[config.mk]
export PLATFORM = sky130hd
export DESIGN_NAME = i2c_two_byte_register_reader_core
export DESIGN_NICKNAME = d
export VERILOG_FILES = /design/src/rtl/i2crd_pkg.sv /design/src/rtl/i2crd_engine.sv /design/src/rtl/i2c_two_byte_register_reader_core.sv
export SDC_FILE = /design/constraint.sdc
export NUM_CORES = 1
export LEC_CHECK = 0
export BUFFER_PORTS_ARGS = -buffer_cell sky130_fd_sc_hd__buf_2
export CORE_MARGIN = 1.5
export CORE_UTILIZATION = 35
export CTS_BUF_LIST = sky130_fd_sc_hd__clkbuf_8
export DETAILED_ROUTE_END_ITERATION = 6
export PLACE_DENSITY = 0.54
export SLEW_MARGIN = 20
export SYNTH_ARGS = -nofsm -noshare
export SYNTH_HDL_FRONTEND = slang
export SYNTH_SLANG_ARGS = --single-unit
[constraint.sdc]
create_clock -name clk_i -period 4.81 [get_ports clk_i]
set_input_delay 0.7215 -clock clk_i [delete_from_list [all_inputs] [get_ports clk_i]]
set_output_delay 0.7215 -clock clk_i [all_outputs]
set_load 0.01 [all_outputs]
[src/rtl/i2crd_pkg.sv]
// ----------------------------------------------------------------------------
// i2crd_pkg: shared types for the I2C two-byte register reader
// Word layouts for the tick and result channels, configuration register
// indexes and reset values.
// ----------------------------------------------------------------------------
package i2crd_pkg;

  // Configuration port
  localparam int unsigned CfgIdxW  = 1;
  localparam int unsigned CfgDataW = 8;

  localparam logic [CfgIdxW-1:0] CFG_DEV_ADDR = 1'b0;
  localparam logic [CfgIdxW-1:0] CFG_REG_ADDR = 1'b1;

  localparam logic [6:0] DevAddrRst = 7'd54;
  localparam logic [7:0] RegAddrRst = 8'd12;

  // One tick word
  typedef struct packed {
    logic start_request;
    logic sda_in;
  } in_word_t;

  // One result word
  typedef struct packed {
    logic        scl_out;
    logic        sda_out;
    logic        sda_release;
    logic        busy_res;
    logic        done_res;
    logic        nack_error;
    logic [15:0] read_value;
  } out_word_t;

  // Configuration values handed to the bus engine
  typedef struct packed {
    logic [6:0] device_address;
    logic [7:0] register_address;
  } cfg_t;

endpackage

[src/rtl/i2crd_engine.sv]
// ----------------------------------------------------------------------------
// i2crd_engine: bit-level I2C master sequencer
// Advances the bus one delay phase per accepted tick word and registers the
// resulting line levels and transaction status in the output stage.
// ----------------------------------------------------------------------------
module i2crd_engine
  import i2crd_pkg::*;
(
  input  logic      clk_i,
  input  logic      rst_ni,
  input  cfg_t      cfg_i,
  input  logic      in_valid_i,
  output logic      in_ready_o,
  input  in_word_t  in_word_i,
  output logic      out_valid_o,
  input  logic      out_ready_i,
  output out_word_t out_word_o
);

  typedef enum logic [2:0] {
    PH_IDLE,
    PH_START_HI,
    PH_START_LO,
    PH_BIT_LO,
    PH_BIT_HI,
    PH_STOP_LO,
    PH_STOP_HI
  } phase_e;

  localparam logic [3:0] AckSlot = 4'd8;

  // Byte slots of one transaction
  localparam logic [2:0] ByteAddrWr = 3'd0;
  localparam logic [2:0] ByteReg    = 3'd1;
  localparam logic [2:0] ByteAddrRd = 3'd2;
  localparam logic [2:0] ByteRdHigh = 3'd3;
  localparam logic [2:0] ByteRdLow  = 3'd4;

  phase_e    phase_q, phase_d;
  logic [3:0] bit_cnt_q, bit_cnt_d;
  logic [7:0] shift_q, shift_d;
  logic [7:0] first_q, first_d;
  logic       scl_q, scl_d;
  logic       sda_q, sda_d;
  logic [2:0] byte_idx_q, byte_idx_d;
  logic       err_q, err_d;
  logic       out_valid_q, out_valid_d;
  out_word_t  out_q, out_d;

  logic accept;
  logic drives;
  logic drv_bit;
  logic [2:0] byte_idx_inc;

  // Byte to shift out for a given slot
  function automatic logic [7:0] load_byte(input cfg_t cfg, input logic [2:0] idx);
    logic [7:0] res;
    res = 8'd0;
    if (idx == ByteAddrWr) res = {cfg.device_address, 1'b0};
    else if (idx == ByteReg) res = cfg.register_address;
    else if (idx == ByteAddrRd) res = {cfg.device_address, 1'b1};
    return res;
  endfunction

  // Take a new tick whenever the output stage is free or draining
  assign in_ready_o = !out_valid_q || out_ready_i;
  assign accept     = in_valid_i && in_ready_o;

  // Master drives data on write bits and on the read acknowledge slot
  assign drives       = (byte_idx_q < ByteRdHigh) ? (bit_cnt_q < AckSlot)
                                                  : (bit_cnt_q >= AckSlot);
  assign drv_bit      = (byte_idx_q < ByteRdHigh) ? shift_q[7]
                                                  : (byte_idx_q != ByteRdHigh);
  assign byte_idx_inc = byte_idx_q + 3'd1;

  // Next state and result for one bus phase
  always_comb begin
    phase_e p;
    logic   busy;
    logic   rel;
    p           = phase_q;
    busy        = 1'b1;
    rel         = 1'b0;
    phase_d     = phase_q;
    bit_cnt_d   = bit_cnt_q;
    shift_d     = shift_q;
    first_d     = first_q;
    scl_d       = scl_q;
    sda_d       = sda_q;
    byte_idx_d  = byte_idx_q;
    err_d       = err_q;
    out_d       = out_q;
    out_valid_d = out_valid_q && !out_ready_i;

    if (accept) begin
      out_d.done_res   = 1'b0;
      out_d.nack_error = 1'b0;
      out_d.read_value = 16'd0;

      // Launch a transaction from idle, or hold the lines
      if (p == PH_IDLE) begin
        if (in_word_i.start_request) begin
          byte_idx_d = ByteAddrWr;
          err_d      = 1'b0;
          p          = PH_START_HI;
        end else begin
          busy = 1'b0;
        end
      end

      if (busy) begin
        case (p)
          PH_START_HI: begin
            scl_d   = 1'b1;
            sda_d   = 1'b1;
            phase_d = PH_START_LO;
          end
          PH_START_LO: begin
            scl_d     = 1'b1;
            sda_d     = 1'b0;
            shift_d   = load_byte(cfg_i, byte_idx_q);
            bit_cnt_d = 4'd0;
            phase_d   = PH_BIT_LO;
          end
          PH_BIT_LO: begin
            scl_d = 1'b0;
            if (drives) sda_d = drv_bit;
            else rel = 1'b1;
            phase_d = PH_BIT_HI;
          end
          PH_BIT_HI: begin
            scl_d = 1'b1;
            if (drives) sda_d = drv_bit;
            else rel = 1'b1;
            phase_d = PH_BIT_LO;
            if (bit_cnt_q < AckSlot) begin
              // Shift out write data or shift in read data
              if (byte_idx_q < ByteRdHigh) shift_d = {shift_q[6:0], 1'b0};
              else shift_d = {shift_q[6:0], in_word_i.sda_in};
              bit_cnt_d = bit_cnt_q + 4'd1;
            end else if (byte_idx_q < ByteRdHigh) begin
              // Acknowledge of a write byte: only the first one counts
              if (byte_idx_q == ByteAddrWr && in_word_i.sda_in) begin
                err_d   = 1'b1;
                phase_d = PH_STOP_LO;
              end else begin
                byte_idx_d = byte_idx_inc;
                if (byte_idx_inc == ByteAddrRd) begin
                  phase_d = PH_START_HI;
                end else begin
                  shift_d   = load_byte(cfg_i, byte_idx_inc);
                  bit_cnt_d = 4'd0;
                end
              end
            end else if (byte_idx_q == ByteRdHigh) begin
              first_d    = shift_q;
              byte_idx_d = ByteRdLow;
              shift_d    = 8'd0;
              bit_cnt_d  = 4'd0;
            end else begin
              phase_d = PH_STOP_LO;
            end
          end
          PH_STOP_LO: begin
            scl_d   = 1'b1;
            sda_d   = 1'b0;
            phase_d = PH_STOP_HI;
          end
          PH_STOP_HI: begin
            scl_d            = 1'b1;
            sda_d            = 1'b1;
            out_d.done_res   = 1'b1;
            out_d.nack_error = err_q;
            out_d.read_value = err_q ? 16'd0 : {first_q, shift_q};
            phase_d          = PH_IDLE;
          end
          default: begin
            phase_d = PH_IDLE;
          end
        endcase
      end

      out_d.scl_out     = scl_d;
      out_d.sda_out     = sda_d;
      out_d.sda_release = rel;
      out_d.busy_res    = busy;
      out_valid_d       = 1'b1;
    end
  end

  // Hold bus state and the output stage
  always_ff @(posedge clk_i or negedge rst_ni) begin
    if (!rst_ni) begin
      phase_q     <= PH_IDLE;
      bit_cnt_q   <= 4'd0;
      shift_q     <= 8'd0;
      first_q     <= 8'd0;
      scl_q       <= 1'b1;
      sda_q       <= 1'b1;
      byte_idx_q  <= ByteAddrWr;
      err_q       <= 1'b0;
      out_valid_q <= 1'b0;
      out_q       <= '0;
    end else begin
      phase_q     <= phase_d;
      bit_cnt_q   <= bit_cnt_d;
      shift_q     <= shift_d;
      first_q     <= first_d;
      scl_q       <= scl_d;
      sda_q       <= sda_d;
      byte_idx_q  <= byte_idx_d;
      err_q       <= err_d;
      out_valid_q <= out_valid_d;
      out_q       <= out_d;
    end
  end

  assign out_valid_o = out_valid_q;
  assign out_word_o  = out_q;

endmodule

[src/rtl/i2c_two_byte_register_reader_core.sv]
// ----------------------------------------------------------------------------
// i2c_two_byte_register_reader_core: I2C master two-byte register read
// Bit-level I2C master that runs write-address, register, repeated start,
// read-address and two read bytes, one bus delay phase per tick word.
//
//   channel  | signals                          | word
//   ---------+----------------------------------+------------------------------
//   tick in  | in_valid_i / in_ready_o          | in_word_t (request, sda level)
//   result   | out_valid_o / out_ready_i        | out_word_t (lines, status)
//   config   | cfg_we_i, cfg_idx_i, cfg_wdata_i | address registers, no wait
//
// One tick word per clock while no result is stalled; each result appears in the cycle after its tick.
// The bus sequencer updates its phase state in the cycle a tick is taken.
// Reset puts the bus idle with both lines high and loads address 54, reg 12.
// A stalled result holds in the output stage; a new tick is taken in the
// same cycle the held result is taken.
// ----------------------------------------------------------------------------
module i2c_two_byte_register_reader_core
  import i2crd_pkg::*;
(
  input  logic                clk_i,
  input  logic                rst_ni,
  input  logic                cfg_we_i,
  input  logic [CfgIdxW-1:0]  cfg_idx_i,
  input  logic [CfgDataW-1:0] cfg_wdata_i,
  input  logic                in_valid_i,
  output logic                in_ready_o,
  input  in_word_t            in_word_i,
  output logic                out_valid_o,
  input  logic                out_ready_i,
  output out_word_t           out_word_o
);

  cfg_t cfg_q, cfg_d;

  // Decode configuration writes
  always_comb begin
    cfg_d = cfg_q;
    if (cfg_we_i) begin
      case (cfg_idx_i)
        CFG_DEV_ADDR: cfg_d.device_address   = cfg_wdata_i[6:0];
        CFG_REG_ADDR: cfg_d.register_address = cfg_wdata_i;
        default: cfg_d = cfg_q;
      endcase
    end
  end

  // Hold configuration
  always_ff @(posedge clk_i or negedge rst_ni) begin
    if (!rst_ni) begin
      cfg_q.device_address   <= DevAddrRst;
      cfg_q.register_address <= RegAddrRst;
    end else begin
      cfg_q <= cfg_d;
    end
  end

  i2crd_engine u_engine (
    .clk_i      (clk_i),
    .rst_ni     (rst_ni),
    .cfg_i      (cfg_q),
    .in_valid_i (in_valid_i),
    .in_ready_o (in_ready_o),
    .in_word_i  (in_word_i),
    .out_valid_o(out_valid_o),
    .out_ready_i(out_ready_i),
    .out_word_o (out_word_o)
  );

endmodule
==> results of run 1 <==
[cell families after synthesis]
kind of cell,share of synthesized area [%]
adders and majority gates,4.60
and+or+nand+nor,12.8
buffers and inverters,3.89
muxes,11.4
AOI/OAI and AO/OA,19.4
xor gates and xnor gates,0.248
DFF,47.7
[final cells by class]
| cell class | count | area (um2) | share of cell area (%) |
|---|---|---|---|
| Multi-Input combinational cell | 221 | 1710 | 42.4 |
| Clock inverter | 7 | 92.6 | 2.29 |
| Timing Repair Buffer | 41 | 210 | 5.21 |
| Clock buffer | 9 | 124 | 3.07 |
| Sequential cell | 67 | 1690 | 41.8 |
| Inverter | 12 | 45.0 | 1.12 |
| Tap cell | 133 | 166 | 4.12 |
[routing by layer]
| metal | wire (um) | vias up |
|---|---|---|
| met5 | 0 | - |
| met4 | 125 | 0 |
| met3 | 295 | 12 |
| met2 | 3270 | 58 |
| met1 | 3900 | 1223 |
| li1 | - | 1249 |
[sequential cells by signal, summed over array words and instances, names as in the netlist]
signal	cells
u_engine.out_word_o	22
u_engine.bit_cnt_q	4
u_engine.scl_q	1
u_engine.err_q	1
u_engine.first_q	8
cfg_q	15
u_engine.shift_q	8
u_engine.byte_idx_q	3
u_engine.phase_q	3
u_engine.out_valid_o	1
u_engine.sda_q	1
[worst register-to-register path: stages (launching register included)]
cell and delay (ps):
sky130_fd_sc_hd__dfrtp_1 550, sky130_fd_sc_hd__nor3_1 260, sky130_fd_sc_hd__and2_1 190, sky130_fd_sc_hd__nor2_1 60, sky130_fd_sc_hd__ha_1 280, sky130_fd_sc_hd__and3_1 380
sky130_fd_sc_hd__a221oi_4 790, sky130_fd_sc_hd__mux2_2 420
[stage by stage]
stage | hold WS (ps) | setup WS [ps] | util [%]
after global placement | 464 | 1850 | 39.1
after CTS | 478 | 1800 | 41.3
after global routing | 515 | 1540 | 41.3
final | 470 | 1760 | 41.3
after detailed placement | 462 | 1780 | 39.1
after floorplan | 426 | 2420 | -
[power by group through the flow]
stage / Clock [mW] / Sequential [mW] / Combinational (mW)
2_1_floorplan: 0 / 0.754 / 0.434
3_3_place_gp: 0 / 0.807 / 0.516
3_5_place_dp: 0 / 0.814 / 0.518
4_1_cts: 0.541 / 0.803 / 0.520
5_1_grt: 0.560 / 0.826 / 0.583
6_report: 0.525 / 0.804 / 0.517
[worst paths after layout]
kind	from	end	slack, ps	cells after the start
max	u_engine.phase_q[2]$_DFFE_PN0P_	u_engine.shift_q[0]$_DFFE_PN0P_	1760	7
min	u_engine.out_word_o[17]$_DFFE_PN0P_	u_engine.out_word_o[17]$_DFFE_PN0P_	470	1
max reg2reg	u_engine.phase_q[2]$_DFFE_PN0P_	u_engine.shift_q[0]$_DFFE_PN0P_	1760	7
min reg2reg	u_engine.out_word_o[17]$_DFFE_PN0P_	u_engine.out_word_o[17]$_DFFE_PN0P_	470	1
max in group asynchronous	rst_ni	u_engine.first_q[0]$_DFFE_PN0P_	3400	2
min in group asynchronous	rst_ni	u_engine.byte_idx_q[2]$_DFFE_PN0P_	510	1
[layout by cell type, fill, tap and decap left out, types with 2 or more instances in the layout]
master and n:
sky130_fd_sc_hd__and3b_1 9, sky130_fd_sc_hd__nor2b_1 4, sky130_fd_sc_hd__a31oi_1 2, sky130_fd_sc_hd__buf_2 39, sky130_fd_sc_hd__a2bb2oi_1 2, sky130_fd_sc_hd__nand4_1 3
sky130_fd_sc_hd__nand3b_1 2, sky130_fd_sc_hd__dfrtp_1 59, sky130_fd_sc_hd__o2111ai_1 7, sky130_fd_sc_hd__o21ai_0 21, sky130_fd_sc_hd__dfstp_2 8, sky130_fd_sc_hd__a21o_1 3
sky130_fd_sc_hd__nand3_1 7, sky130_fd_sc_hd__a22o_1 18, sky130_fd_sc_hd__nor2_1 9, sky130_fd_sc_hd__ha_1 13, sky130_fd_sc_hd__inv_1 13, sky130_fd_sc_hd__and2_1 9
sky130_fd_sc_hd__o211ai_1 12, sky130_fd_sc_hd__a21oi_1 8, sky130_fd_sc_hd__bufinv_16 2, sky130_fd_sc_hd__a211oi_1 9, sky130_fd_sc_hd__mux2_4 6, sky130_fd_sc_hd__a221oi_4 2
sky130_fd_sc_hd__and3_1 2, sky130_fd_sc_hd__clkbuf_8 9, sky130_fd_sc_hd__nor3_1 4, sky130_fd_sc_hd__clkinvlp_4 2, sky130_fd_sc_hd__mux2i_1 2, sky130_fd_sc_hd__nand2b_1 3
sky130_fd_sc_hd__nand2_1 25, sky130_fd_sc_hd__mux2_2 26, sky130_fd_sc_hd__buf_4 2
==> impl_results.html, run 1 <==
<table>
<tr><th>Metric</th><th>Value</th></tr>
<tr><th colspan="2">Status</th></tr>
<tr><td>Result of the run</td><td>finished clean</td></tr>
<tr><th colspan="2">Worst setup path</th></tr>
<tr><td>Kind of launch point of the worst setup path</td><td>flip-flop</td></tr>
<tr><td>Crit path arrival time</td><td>about 3300 ps</td></tr>
<tr><td>Endpoint kind of the worst setup timing path</td><td>flip-flop</td></tr>
<tr><td>Worst path slowest cell</td><td>sky130_fd_sc_hd__a221oi_4</td></tr>
<tr><td>Cells along the critical path</td><td>nor3_1, and2_1, nor2_1, ha_1, and3_1, a221oi_4, mux2_2</td></tr>
<tr><td>Critical path's largest stage delay</td><td>790 ps</td></tr>
<tr><td>Worst path bufs/invs</td><td>0</td></tr>
<tr><td>Worst path required time</td><td>5050 ps</td></tr>
<tr><td>Critical-path maximum fanout</td><td>17</td></tr>
<tr><td>Type of the setup path with the least slack</td><td>reg2reg</td></tr>
<tr><td>Cell family with the largest share of critical-path delay</td><td>simple AND/OR/NAND/NOR gates</td></tr>
<tr><th colspan="2">Yosys</th></tr>
<tr><td>Top cells by count, synth</td><td>sky130_fd_sc_hd__dfrtp_1, sky130_fd_sc_hd__mux2_2, sky130_fd_sc_hd__nand2_1, sky130_fd_sc_hd__o21ai_0, sky130_fd_sc_hd__a22o_1</td></tr>
<tr><td>Fraction of post-synthesis cell area in the top cell type by area</td><td>41.8%</td></tr>
<tr><td>Average instance area after synthesis</td><td>roughly 11 um2</td></tr>
<tr><td>Total of flip-flops plus latches after synthesis</td><td>67</td></tr>
<tr><td>Top cell type by total area after synthesis</td><td>sky130_fd_sc_hd__dfrtp_1</td></tr>
<tr><td>Synthesis Warnings</td><td>0</td></tr>
<tr><td>Synth unique cells</td><td>46</td></tr>
<tr><td>Cell types with the largest area share after synthesis</td><td>sky130_fd_sc_hd__dfrtp_1, sky130_fd_sc_hd__mux2_2, sky130_fd_sc_hd__dfstp_2</td></tr>
<tr><td>Leading cell type by number of instances after synthesis</td><td>sky130_fd_sc_hd__dfrtp_1</td></tr>
<tr><td>Share of async-settable or async-resettable flops after synthesis</td><td>between 90% and 100%</td></tr>
<tr><td>Most used flip-flop cell after synthesis</td><td>sky130_fd_sc_hd__dfrtp_1</td></tr>
<tr><td>Syn Inst Count</td><td>320</td></tr>
<tr><td>Fraction of the yosys area taken by sequential cells</td><td>roughly 48%</td></tr>
<tr><td>Net count of the mapped netlist</td><td>~350</td></tr>
<tr><td>Cell Area, Synth</td><td>between 3000 and 4000 um2</td></tr>
<tr><td>Number of enable flip-flop cells after synthesis</td><td>0</td></tr>
<tr><th colspan="2">Global routing</th></tr>
<tr><td>Met3 global-route usage</td><td>2.96%</td></tr>
<tr><td>Met1 Use GR</td><td>21.9%</td></tr>
<tr><td>Number of antenna violations at the first check in global routing</td><td>0</td></tr>
<tr><td>Layer with the highest usage after global routing</td><td>met1</td></tr>
<tr><td>Global-route wire length before repair</td><td>about 13 mm</td></tr>
<tr><td>Global-route usage over all layers</td><td>about 15%</td></tr>
<tr><td>Total congestion overflow after global routing</td><td>0</td></tr>
<tr><td>Number of global-route vias before repair</td><td>approximately 2400</td></tr>
<tr><td>Met2 track utilization from global routing</td><td>21.8%</td></tr>
<tr><td>Maximum number of pins on one net before global-route repair</td><td>41</td></tr>
<tr><th colspan="2">Die</th></tr>
<tr><td>Core area</td><td>9770 um2</td></tr>
<tr><td>Effective utilization at floorplan</td><td>between 30% and 40%</td></tr>
<tr><td>Die boundary height</td><td>roughly 100 um</td></tr>
<tr><td>Number of I/O pins</td><td>40</td></tr>
<tr><td>Core Rows</td><td>36</td></tr>
<tr><td>Horizontal die dimension</td><td>slightly above 100 um</td></tr>
<tr><td>Die Footprint</td><td>approximately 11000 um2</td></tr>
<tr><th colspan="2">Pwr</th></tr>
<tr><td>Register share of total power</td><td>between 40 and 50%</td></tr>
<tr><td>Peak supply drop</td><td>around 0.17 mV</td></tr>
<tr><td>Internal cell power</td><td>1.21 mW</td></tr>
<tr><td>Portion of total power attributed to combinational logic</td><td>roughly 28%</td></tr>
<tr><td>Clock power frac</td><td>between 20% and 30%</td></tr>
<tr><td>Leakage dissipation</td><td>approximately 1.9 nW</td></tr>
<tr><td>Power dissipated by switching net loads</td><td>about 0.64 mW</td></tr>
<tr><td>Areal power density over the cells</td><td>about 460 nW/um2</td></tr>
<tr><td>Total power</td><td>approximately 1.8 mW</td></tr>
<tr><td>Net switching share of the total power</td><td>34.6%</td></tr>
<tr><th colspan="2">Placement</th></tr>
<tr><td>GPL Wtd Cong</td><td>approximately 0.78</td></tr>
<tr><td>HPWL after detailed placement</td><td>between 5 and 6 mm</td></tr>
<tr><td>Placed inst area</td><td>roughly 3800 um2</td></tr>
<tr><td>Number of I/O port buffers</td><td>39</td></tr>
<tr><td>Number of placed cells counting well taps</td><td>474</td></tr>
<tr><th colspan="2">Route</th></tr>
<tr><td>Drt wl/cell</td><td>roughly 15 um</td></tr>
<tr><td>Initial DRT Pass Iterations</td><td>4</td></tr>
<tr><td>Detail Route Antenna Nets</td><td>0</td></tr>
<tr><td>Via density per instance</td><td>between 5 and 6</td></tr>
<tr><td>Drt drc</td><td>0</td></tr>
<tr><td>Detailed router's first-iteration violation count</td><td>90</td></tr>
<tr><td>Final WL</td><td>~7.6 mm</td></tr>
<tr><td>Via count of the routed design</td><td>~2500</td></tr>
<tr><th colspan="2">STA</th></tr>
<tr><td>Number of hold-slack violations in the final timing report</td><td>0</td></tr>
<tr><td>Final setup violation count</td><td>0</td></tr>
<tr><td>Post-route fraction of the period consumed by the critical path</td><td>63.4%</td></tr>
<tr><td>Setup repair after global routing missed its margin</td><td>false</td></tr>
<tr><td>Transition at the pin with the smallest max-transition slack</td><td>1050 ps</td></tr>
<tr><td>Skew final</td><td>8.46 ps</td></tr>
<tr><td>Max Fclk</td><td>0.328 GHz</td></tr>
<tr><td>Post-route setup TNS</td><td>0 ps</td></tr>
<tr><td>Min Clock Period, post-route</td><td>3050 ps</td></tr>
<tr><td>Pins over their slew limit</td><td>0</td></tr>
<tr><td>Slew Limit Headroom</td><td>between 20% and 30%</td></tr>
<tr><th colspan="2">CTS</th></tr>
<tr><td>Maximum count of clock buffers along a single path</td><td>2</td></tr>
<tr><td>Clock Tree Root</td><td>sky130_fd_sc_hd__clkbuf_8</td></tr>
<tr><td>H-tree levels</td><td>3</td></tr>
<tr><td>TritonCTS Buffers</td><td>9</td></tr>
<tr><td>Clock insertion delay at the later pin of the skew report</td><td>350 ps</td></tr>
<tr><td>Clock input transition at the sequential cells of the worst setup and hold paths</td><td>approximately 70 ps</td></tr>
<tr><td>Clock Sinks</td><td>67</td></tr>
<tr><td>Clock tree from TritonCTS</td><td>yes</td></tr>
<tr><td>Setup repair bufs after CTS</td><td>0</td></tr>
<tr><td>Hold buffer count at CTS</td><td>0</td></tr>
<tr><td>Quantity of gates resized following cts</td><td>0</td></tr>
<tr><th colspan="2">Cells and area</th></tr>
<tr><td>Ant. Diodes</td><td>0</td></tr>
<tr><td># nets final</td><td>roughly 380</td></tr>
<tr><td>Synthesis-to-layout area growth</td><td>14.2%</td></tr>
<tr><td>Final cell count without fillers</td><td>between 400 and 500</td></tr>
<tr><td>Layout cell share with drive strength beyond 1</td><td>approximately 28%</td></tr>
<tr><td>Final Instance Area</td><td>roughly 4000 um2</td></tr>
<tr><td>Layout fillers</td><td>940</td></tr>
<tr><th colspan="2">Run</th></tr>
<tr><td>Max-Cap Viols</td><td>0</td></tr>
<tr><th colspan="2">Worst hold path</th></tr>
<tr><td>Hold Path Class</td><td>reg2reg</td></tr>
</table>
Note: power is estimated with default switching activity, not from simulation.
==> run 2, diff against run 1 <==
- clock period: 4.81 -> 3 ns (I/O delays scaled with it)
==> run 2 against run 1 <==
  * Combinational power is 66% higher
  * Highest routed layer unchanged
  * Critical path type unchanged
  * Core utilization is 0.28 points higher
  * Count of clock-buffer cells in the layout stayed put
  * Largest power group unchanged
  * Final cell count is 1.0% higher
==> impl_results.html, run 2 (synthesis gave the netlist of run 1 again) <==
<table>
<tr><th>Metric</th><th>Value</th></tr>
<tr><th colspan="2">Route</th></tr>
<tr><td>Detail Route Antenna Nets</td><td>0</td></tr>
<tr><td>Detailed router's first-iteration violation count</td><td>between 150 and 200</td></tr>
<tr><td>Drt wl/cell</td><td>15.1 um</td></tr>
<tr><td>Initial DRT Pass Iterations</td><td>4</td></tr>
<tr><td>Via density per instance</td><td>5.07</td></tr>
<tr><td>Drt drc</td><td>0</td></tr>
<tr><td>Via count of the routed design</td><td>around 2500</td></tr>
<tr><td>Final WL</td><td>~7.5 mm</td></tr>
<tr><th colspan="2">Global routing</th></tr>
<tr><td>Number of antenna violations at the first check in global routing</td><td>0</td></tr>
<tr><td>Number of global-route vias before repair</td><td>around 2400</td></tr>
<tr><td>Maximum number of pins on one net before global-route repair</td><td>28</td></tr>
<tr><td>Global-route usage over all layers</td><td>14.7%</td></tr>
<tr><td>Total congestion overflow after global routing</td><td>0</td></tr>
<tr><td>Global-route wire length before repair</td><td>12.8 mm</td></tr>
<tr><th colspan="2">Placement</th></tr>
<tr><td>GPL Wtd Cong</td><td>0.741</td></tr>
<tr><td>Number of I/O port buffers</td><td>39</td></tr>
<tr><td>HPWL after detailed placement</td><td>roughly 5.4 mm</td></tr>
<tr><td>Place WS</td><td>about 330 ps</td></tr>
<tr><th colspan="2">Cells and area</th></tr>
<tr><td>Ant. Diodes</td><td>0</td></tr>
<tr><td>Area taken by multi-input logic gates</td><td>roughly 1700 um2</td></tr>
<tr><td>Synthesis-to-layout area growth</td><td>14.9%</td></tr>
<tr><td>Most used cells in the layout excluding fill and tap cells</td><td>sky130_fd_sc_hd__dfrtp_1, sky130_fd_sc_hd__buf_2, sky130_fd_sc_hd__mux2_2</td></tr>
<tr><td># nets final</td><td>just under 400</td></tr>
<tr><td>Number of flip-flops under the largest register name</td><td>22</td></tr>
<tr><td>Layout cell share with drive strength beyond 1</td><td>between 20% and 30%</td></tr>
<tr><td>Sequential Area</td><td>around 1700 um2</td></tr>
<tr><td>Commonest non-fill, non-tap cell in the layout</td><td>sky130_fd_sc_hd__dfrtp_1</td></tr>
<tr><td>Layout fillers</td><td>slightly below 1000</td></tr>
<tr><th colspan="2">STA</th></tr>
<tr><td>Slew Limit Headroom</td><td>between 30% and 40%</td></tr>
<tr><td>Pins over their slew limit</td><td>0</td></tr>
<tr><td>Min Clock Period, post-route</td><td>around 2700 ps</td></tr>
<tr><td>Max Fclk</td><td>~0.37 GHz</td></tr>
<tr><td>Setup repair after global routing missed its margin</td><td>false</td></tr>
<tr><td>Post-route fraction of the period consumed by the critical path</td><td>between 90% and 100%</td></tr>
<tr><td>Skew final</td><td>~6.6 ps</td></tr>
<tr><td>Post-route setup TNS</td><td>0 ps</td></tr>
<tr><td>Final setup violation count</td><td>0</td></tr>
<tr><td>Final worst slack</td><td>~270 ps</td></tr>
<tr><td>Transition at the pin with the smallest max-transition slack</td><td>between 900 and 1000 ps</td></tr>
<tr><td>Number of hold-slack violations in the final timing report</td><td>0</td></tr>
<tr><td>Final Hold Slack</td><td>slightly below 100 ps</td></tr>
<tr><th colspan="2">CTS</th></tr>
<tr><td>Clock Tree Root</td><td>sky130_fd_sc_hd__clkbuf_8</td></tr>
<tr><td>Clock tree from TritonCTS</td><td>yes</td></tr>
<tr><td>Hold buffer count at CTS</td><td>0</td></tr>
<tr><td>Clock Sinks</td><td>67</td></tr>
<tr><td>Quantity of gates resized following cts</td><td>0</td></tr>
<tr><td>Clock insertion delay at the later pin of the skew report</td><td>approximately 340 ps</td></tr>
<tr><td>Maximum count of clock buffers along a single path</td><td>2</td></tr>
<tr><td>Setup repair bufs after CTS</td><td>0</td></tr>
<tr><td>TritonCTS Buffers</td><td>9</td></tr>
<tr><td>Clock input transition at the sequential cells of the worst setup and hold paths</td><td>80 ps</td></tr>
<tr><td>H-tree levels</td><td>3</td></tr>
<tr><th colspan="2">Worst setup path</th></tr>
<tr><td>Kind of launch point of the worst setup path</td><td>flip-flop</td></tr>
<tr><td>Type of the setup path with the least slack</td><td>reg2reg</td></tr>
<tr><td>Crit path arrival time</td><td>2960 ps</td></tr>
<tr><td>Worst path required time</td><td>3230 ps</td></tr>
<tr><td>Register-to-register path setup slack</td><td>270 ps</td></tr>
<tr><td>Critical-path maximum fanout</td><td>12</td></tr>
<tr><td>Endpoint kind of the worst setup timing path</td><td>flip-flop</td></tr>
<tr><th colspan="2">Pwr</th></tr>
<tr><td>Leakage dissipation</td><td>1.87 nW</td></tr>
<tr><td>Total power</td><td>2.92 mW</td></tr>
<tr><td>Peak supply drop</td><td>roughly 0.28 mV</td></tr>
<tr><td>Areal power density over the cells</td><td>between 700 and 800 nW/um2</td></tr>
<tr><th colspan="2">Run</th></tr>
<tr><td>Max-Cap Viols</td><td>0</td></tr>
<tr><th colspan="2">Die</th></tr>
<tr><td>Core area</td><td>9770 um2</td></tr>
<tr><td>Number of I/O pins</td><td>40</td></tr>
<tr><td>Die boundary height</td><td>between 100 and 150 um</td></tr>
<tr><td>Effective utilization at floorplan</td><td>36.2%</td></tr>
<tr><td>Horizontal die dimension</td><td>around 100 um</td></tr>
<tr><td>Die Footprint</td><td>~11000 um2</td></tr>
<tr><td>Core Rows</td><td>36</td></tr>
<tr><th colspan="2">Status</th></tr>
<tr><td>Result of the run</td><td>finished clean</td></tr>
<tr><th colspan="2">Worst hold path</th></tr>
<tr><td>Hold Path Class</td><td>in2async</td></tr>
</table>
[run 2: worst paths after layout]
check                                                         start                                  end  cells after the start
worst max-delay path                u_engine.phase_q[1]$_DFFE_PN0P_      u_engine.first_q[2]$_DFFE_PN0P_                      7
worst min-delay path                                         rst_ni      u_engine.phase_q[2]$_DFFE_PN0P_                      1
worst max register to register      u_engine.phase_q[1]$_DFFE_PN0P_      u_engine.first_q[2]$_DFFE_PN0P_                      7
worst min register to register  u_engine.out_word_o[21]$_DFFE_PN0P_  u_engine.out_word_o[21]$_DFFE_PN0P_                      2
max in group asynchronous                                    rst_ni           u_engine.sda_q$_DFFE_PN1P_                      2
min in group clk_i                                   cfg_wdata_i[7]                 cfg_q[7]$_DFFE_PN0P_                      2
[run 2: critical path, stage by stage (launching register included)]
cell                      delay (ps)
sky130_fd_sc_hd__dfrtp_1         530
sky130_fd_sc_hd__nor3_1          100
sky130_fd_sc_hd__and2_1          180
sky130_fd_sc_hd__nor2_1          160
sky130_fd_sc_hd__ha_1            300
sky130_fd_sc_hd__and3_1          500
sky130_fd_sc_hd__nand3_1         450
sky130_fd_sc_hd__mux2_2          410
[run 2: power breakdown]
group,leakage [nW],switching [mW],internal (mW),total (mW)
clock network,0.0988,0.393,0.398,0.791
logic,0.914,0.453,0.406,0.859
registers,0.855,0.193,1.08,1.27
[run 2: final cells by class]
type | instances | share of cell area [%]
multi-input cells | 221 | 42.1
well taps | 133 | 4.09
repair buffers | 46 | 6.10
flip-flops and latches | 67 | 41.5
clock inverters | 7 | 2.03
clock buffers | 9 | 3.05
inverters | 12 | 1.11
[run 2: metrics by stage]
| step | util, % | instance area [um2] | cells |
|---|---|---|---|
| after CTS | 41.6 | 4060 | 495 |
| after global routing | 41.6 | 4060 | 495 |
| after global placement | 39.5 | 3860 | 479 |
| final | 41.6 | 4060 | 495 |
| after floorplan | - | 3540 | 320 |
| after detailed placement | 39.5 | 3860 | 479 |
[run 2: layer usage]
metal | wire length (um) | track usage (%) | up-vias
met5 | 0 | 0 | -
met4 | 105 | 5.26 | 0
met3 | 234 | 3.52 | 12
met2 | 3270 | 21.2 | 43
met1 | 3870 | 21.4 | 1192
li1 | - | - | 1263
==> run 3, diff against run 2 <==
- CORE_UTILIZATION: 35 -> 30
- HOLD_SLACK_MARGIN: unset -> 0.12
- PLACE_DENSITY: 0.54 -> 0.49
==> run 3 against run 2 <==
  * Sequential power about the same
  * Sequential share of layout area down 0.19 points
  * Core utilization shrank 6.0 points
  * Maximum frequency is 1.9% higher
  * Non-clock buffer count unchanged
  * Die area rose by 16%
  * Global-route usage down 1.4 points
  * Cell area up 0.46%
  * Worst hold slack better by 50 ps
  * Count of clock-buffer cells in the layout unchanged
==> impl_results.html, run 3 (synthesis gave the netlist of run 1 again) <==
<table>
<tr><th>Metric</th><th>Value</th></tr>
<tr><th colspan="2">Status</th></tr>
<tr><td>Result of the run</td><td>finished clean</td></tr>
<tr><th colspan="2">Worst setup path</th></tr>
<tr><td>Kind of launch point of the worst setup path</td><td>flip-flop</td></tr>
<tr><td>Worst path required time</td><td>between 3000 and 4000 ps</td></tr>
<tr><td>Number of cell instances on the worst register-to-register path</td><td>8</td></tr>
<tr><td>Endpoint kind of the worst setup timing path</td><td>flip-flop</td></tr>
<tr><td>Type of the setup path with the least slack</td><td>reg2reg</td></tr>
<tr><td>Critical-path maximum fanout</td><td>12</td></tr>
<tr><td>Crit path arrival time</td><td>~2900 ps</td></tr>
<tr><td>Register-to-register path setup slack</td><td>roughly 320 ps</td></tr>
<tr><td>R2r endpoint</td><td>u_engine.shift_q[1]$_DFFE_PN0P_</td></tr>
<tr><td>Critical R2R Launch</td><td>u_engine.phase_q[1]$_DFFE_PN0P_</td></tr>
<tr><th colspan="2">Route</th></tr>
<tr><td>Detail Route Antenna Nets</td><td>0</td></tr>
<tr><td>Drt wl/cell</td><td>between 15 and 20 um</td></tr>
<tr><td>Final WL</td><td>roughly 7.9 mm</td></tr>
<tr><td>Drt drc</td><td>0</td></tr>
<tr><td>Initial DRT Pass Iterations</td><td>4</td></tr>
<tr><td>Detailed router's first-iteration violation count</td><td>about 150</td></tr>
<tr><td>Via density per instance</td><td>slightly above 5</td></tr>
<tr><td>Via count of the routed design</td><td>2576</td></tr>
<tr><th colspan="2">CTS</th></tr>
<tr><td>H-tree levels</td><td>3</td></tr>
<tr><td>Clock insertion delay at the later pin of the skew report</td><td>350 ps</td></tr>
<tr><td>TritonCTS Buffers</td><td>9</td></tr>
<tr><td>Maximum count of clock buffers along a single path</td><td>2</td></tr>
<tr><td>Quantity of gates resized following cts</td><td>0</td></tr>
<tr><td>Clock tree from TritonCTS</td><td>yes</td></tr>
<tr><td>Clock Tree Root</td><td>sky130_fd_sc_hd__clkbuf_8</td></tr>
<tr><td>Clock Sinks</td><td>67</td></tr>
<tr><td>Setup repair bufs after CTS</td><td>0</td></tr>
<tr><td>Clock input transition at the sequential cells of the worst setup and hold paths</td><td>~90 ps</td></tr>
<tr><td>Hold buffer count at CTS</td><td>0</td></tr>
<tr><th colspan="2">STA</th></tr>
<tr><td>Post-route setup TNS</td><td>0 ps</td></tr>
<tr><td>Final Hold Slack</td><td>~150 ps</td></tr>
<tr><td>Post-route fraction of the period consumed by the critical path</td><td>89.4%</td></tr>
<tr><td>Min Clock Period, post-route</td><td>between 2000 and 3000 ps</td></tr>
<tr><td>Number of hold-slack violations in the final timing report</td><td>0</td></tr>
<tr><td>Transition at the pin with the smallest max-transition slack</td><td>between 700 and 800 ps</td></tr>
<tr><td>Skew final</td><td>between 15 and 20 ps</td></tr>
<tr><td>Setup repair after global routing missed its margin</td><td>false</td></tr>
<tr><td>Final setup violation count</td><td>0</td></tr>
<tr><td>Max Fclk</td><td>~0.37 GHz</td></tr>
<tr><td>Slew Limit Headroom</td><td>52.8%</td></tr>
<tr><td>Pins over their slew limit</td><td>0</td></tr>
<tr><th colspan="2">Global routing</th></tr>
<tr><td>Maximum number of pins on one net before global-route repair</td><td>30</td></tr>
<tr><td>Total congestion overflow after global routing</td><td>0</td></tr>
<tr><td>Number of global-route vias before repair</td><td>2494</td></tr>
<tr><td>Global-route usage over all layers</td><td>13.2%</td></tr>
<tr><td>Number of antenna violations at the first check in global routing</td><td>0</td></tr>
<tr><td>Global-route wire length before repair</td><td>between 10 and 15 mm</td></tr>
<tr><th colspan="2">Placement</th></tr>
<tr><td>Number of I/O port buffers</td><td>39</td></tr>
<tr><td>GPL Wtd Cong</td><td>roughly 0.81</td></tr>
<tr><td>Placed inst area</td><td>between 3000 and 4000 um2</td></tr>
<tr><td>HPWL after detailed placement</td><td>5.76 mm</td></tr>
<tr><th colspan="2">Cells and area</th></tr>
<tr><td>Layout fillers</td><td>between 1000 and 1500</td></tr>
<tr><td>Ant. Diodes</td><td>0</td></tr>
<tr><td>Synthesis-to-layout area growth</td><td>15.5%</td></tr>
<tr><td>Number of flip-flops under the largest register name</td><td>22</td></tr>
<tr><td>Most used cells in the layout excluding fill and tap cells</td><td>sky130_fd_sc_hd__dfrtp_1, sky130_fd_sc_hd__buf_2, sky130_fd_sc_hd__mux2_2</td></tr>
<tr><td>Layout cell share with drive strength beyond 1</td><td>a little under 30%</td></tr>
<tr><td>Final Instance Area</td><td>a little over 4000 um2</td></tr>
<tr><td># nets final</td><td>between 300 and 400</td></tr>
<tr><td>Commonest non-fill, non-tap cell in the layout</td><td>sky130_fd_sc_hd__dfrtp_1</td></tr>
<tr><th colspan="2">Die</th></tr>
<tr><td>Horizontal die dimension</td><td>between 100 and 150 um</td></tr>
<tr><td>Core Rows</td><td>39</td></tr>
<tr><td>Die Footprint</td><td>12400 um2</td></tr>
<tr><td>Effective utilization at floorplan</td><td>a little under a third</td></tr>
<tr><td>Die boundary height</td><td>approximately 110 um</td></tr>
<tr><td>Core area</td><td>between 10000 and 15000 um2</td></tr>
<tr><td>Number of I/O pins</td><td>40</td></tr>
<tr><th colspan="2">Worst hold path</th></tr>
<tr><td>Hold Path Class</td><td>in2async</td></tr>
<tr><th colspan="2">Pwr</th></tr>
<tr><td>Areal power density over the cells</td><td>718 nW/um2</td></tr>
<tr><td>Power dissipated by switching net loads</td><td>between 1 and 1.5 mW</td></tr>
<tr><td>Leakage dissipation</td><td>approximately 1.9 nW</td></tr>
<tr><td>Net switching share of the total power</td><td>between 30% and 40%</td></tr>
<tr><td>Portion of total power attributed to combinational logic</td><td>around 30%</td></tr>
<tr><td>Peak supply drop</td><td>~0.21 mV</td></tr>
<tr><td>Clock power frac</td><td>between 20 and 30%</td></tr>
<tr><td>Internal cell power</td><td>between 1.5 and 2 mW</td></tr>
<tr><td>Register share of total power</td><td>43.4%</td></tr>
<tr><th colspan="2">Run</th></tr>
<tr><td>Max-Cap Viols</td><td>0</td></tr>
</table>
==> run 3: cell types whose count changed in the layout (fill, tap and decap cells not counted) <==
cell,delta
sky130_fd_sc_hd__nor3_2,-1
sky130_fd_sc_hd__nor3_4,+1
==> run 3: final cells by class <==
| class | instances | area [um2] | area share [%] |
|---|---|---|---|
| Inverter | 12 | 45.0 | 1.10 |
| Timing Repair Buffer | 46 | 248 | 6.07 |
| Clock inverter | 7 | 82.6 | 2.02 |
| Multi-Input combinational cell | 221 | 1720 | 42.1 |
| Clock buffer | 9 | 124 | 3.03 |
| Tap cell | 143 | 179 | 4.38 |
| Sequential cell | 67 | 1690 | 41.3 |
==> run 3: worst max-delay path by stage <==
stage | from | endpoint | slack, ps
finish | u_engine.phase_q[1]$_DFFE_PN0P_ | u_engine.shift_q[1]$_DFFE_PN0P_ | 320
global route | u_engine.phase_q[1]$_DFFE_PN0P_ | u_engine.shift_q[1]$_DFFE_PN0P_ | 140
CTS | u_engine.phase_q[1]$_DFFE_PN0P_ | u_engine.shift_q[1]$_DFFE_PN0P_ | 330
detailed placement | u_engine.phase_q[1]$_DFFE_PN0P_ | u_engine.shift_q[0]$_DFFE_PN0P_ | 330
global placement | u_engine.phase_q[1]$_DFFE_PN0P_ | u_engine.shift_q[1]$_DFFE_PN0P_ | 390
floorplan | u_engine.phase_q[2]$_DFFE_PN0P_ | u_engine.shift_q[2]$_DFFE_PN0P_ | 610
==> run 3: metrics by stage <==
step	util (%)	worst slack, ps	std cells	power (mW)
floorplan	-	607	320	1.90
global placement	33.7	395	489	2.14
detailed placement	33.7	333	489	2.16
CTS	35.5	327	505	2.97
global route	35.6	141	505	3.13
finish	35.6	318	505	2.93
==> run 3: per-layer routing <==
layer	share of wire [%]	global-route usage [%]
met1	50	19.1
met3	4.8	3.59
met5	0	0
met4	0.91	4.05
met2	44	19.4
==> run 3: worst max-delay path, cell delays in order (launching register included) <==
cell                       delay, ps
sky130_fd_sc_hd__dfrtp_1         490
sky130_fd_sc_hd__nor3_1          260
sky130_fd_sc_hd__and2_1          180
sky130_fd_sc_hd__nor2_1           60
sky130_fd_sc_hd__ha_1            280
sky130_fd_sc_hd__and3_1          380
sky130_fd_sc_hd__a221oi_4        320
sky130_fd_sc_hd__buf_4           260
sky130_fd_sc_hd__mux2_2          350
==> run 3: power groups by stage <==
| stage | logic, mW | registers (mW) | clock network, mW |
|---|---|---|---|
| 6_report | 0.864 | 1.27 | 0.796 |
| 5_1_grt | 0.963 | 1.30 | 0.867 |
| 4_1_cts | 0.869 | 1.27 | 0.827 |
| 3_5_place_dp | 0.865 | 1.29 | 0 |
| 3_3_place_gp | 0.857 | 1.28 | 0 |
| 2_1_floorplan | 0.696 | 1.21 | 0 |
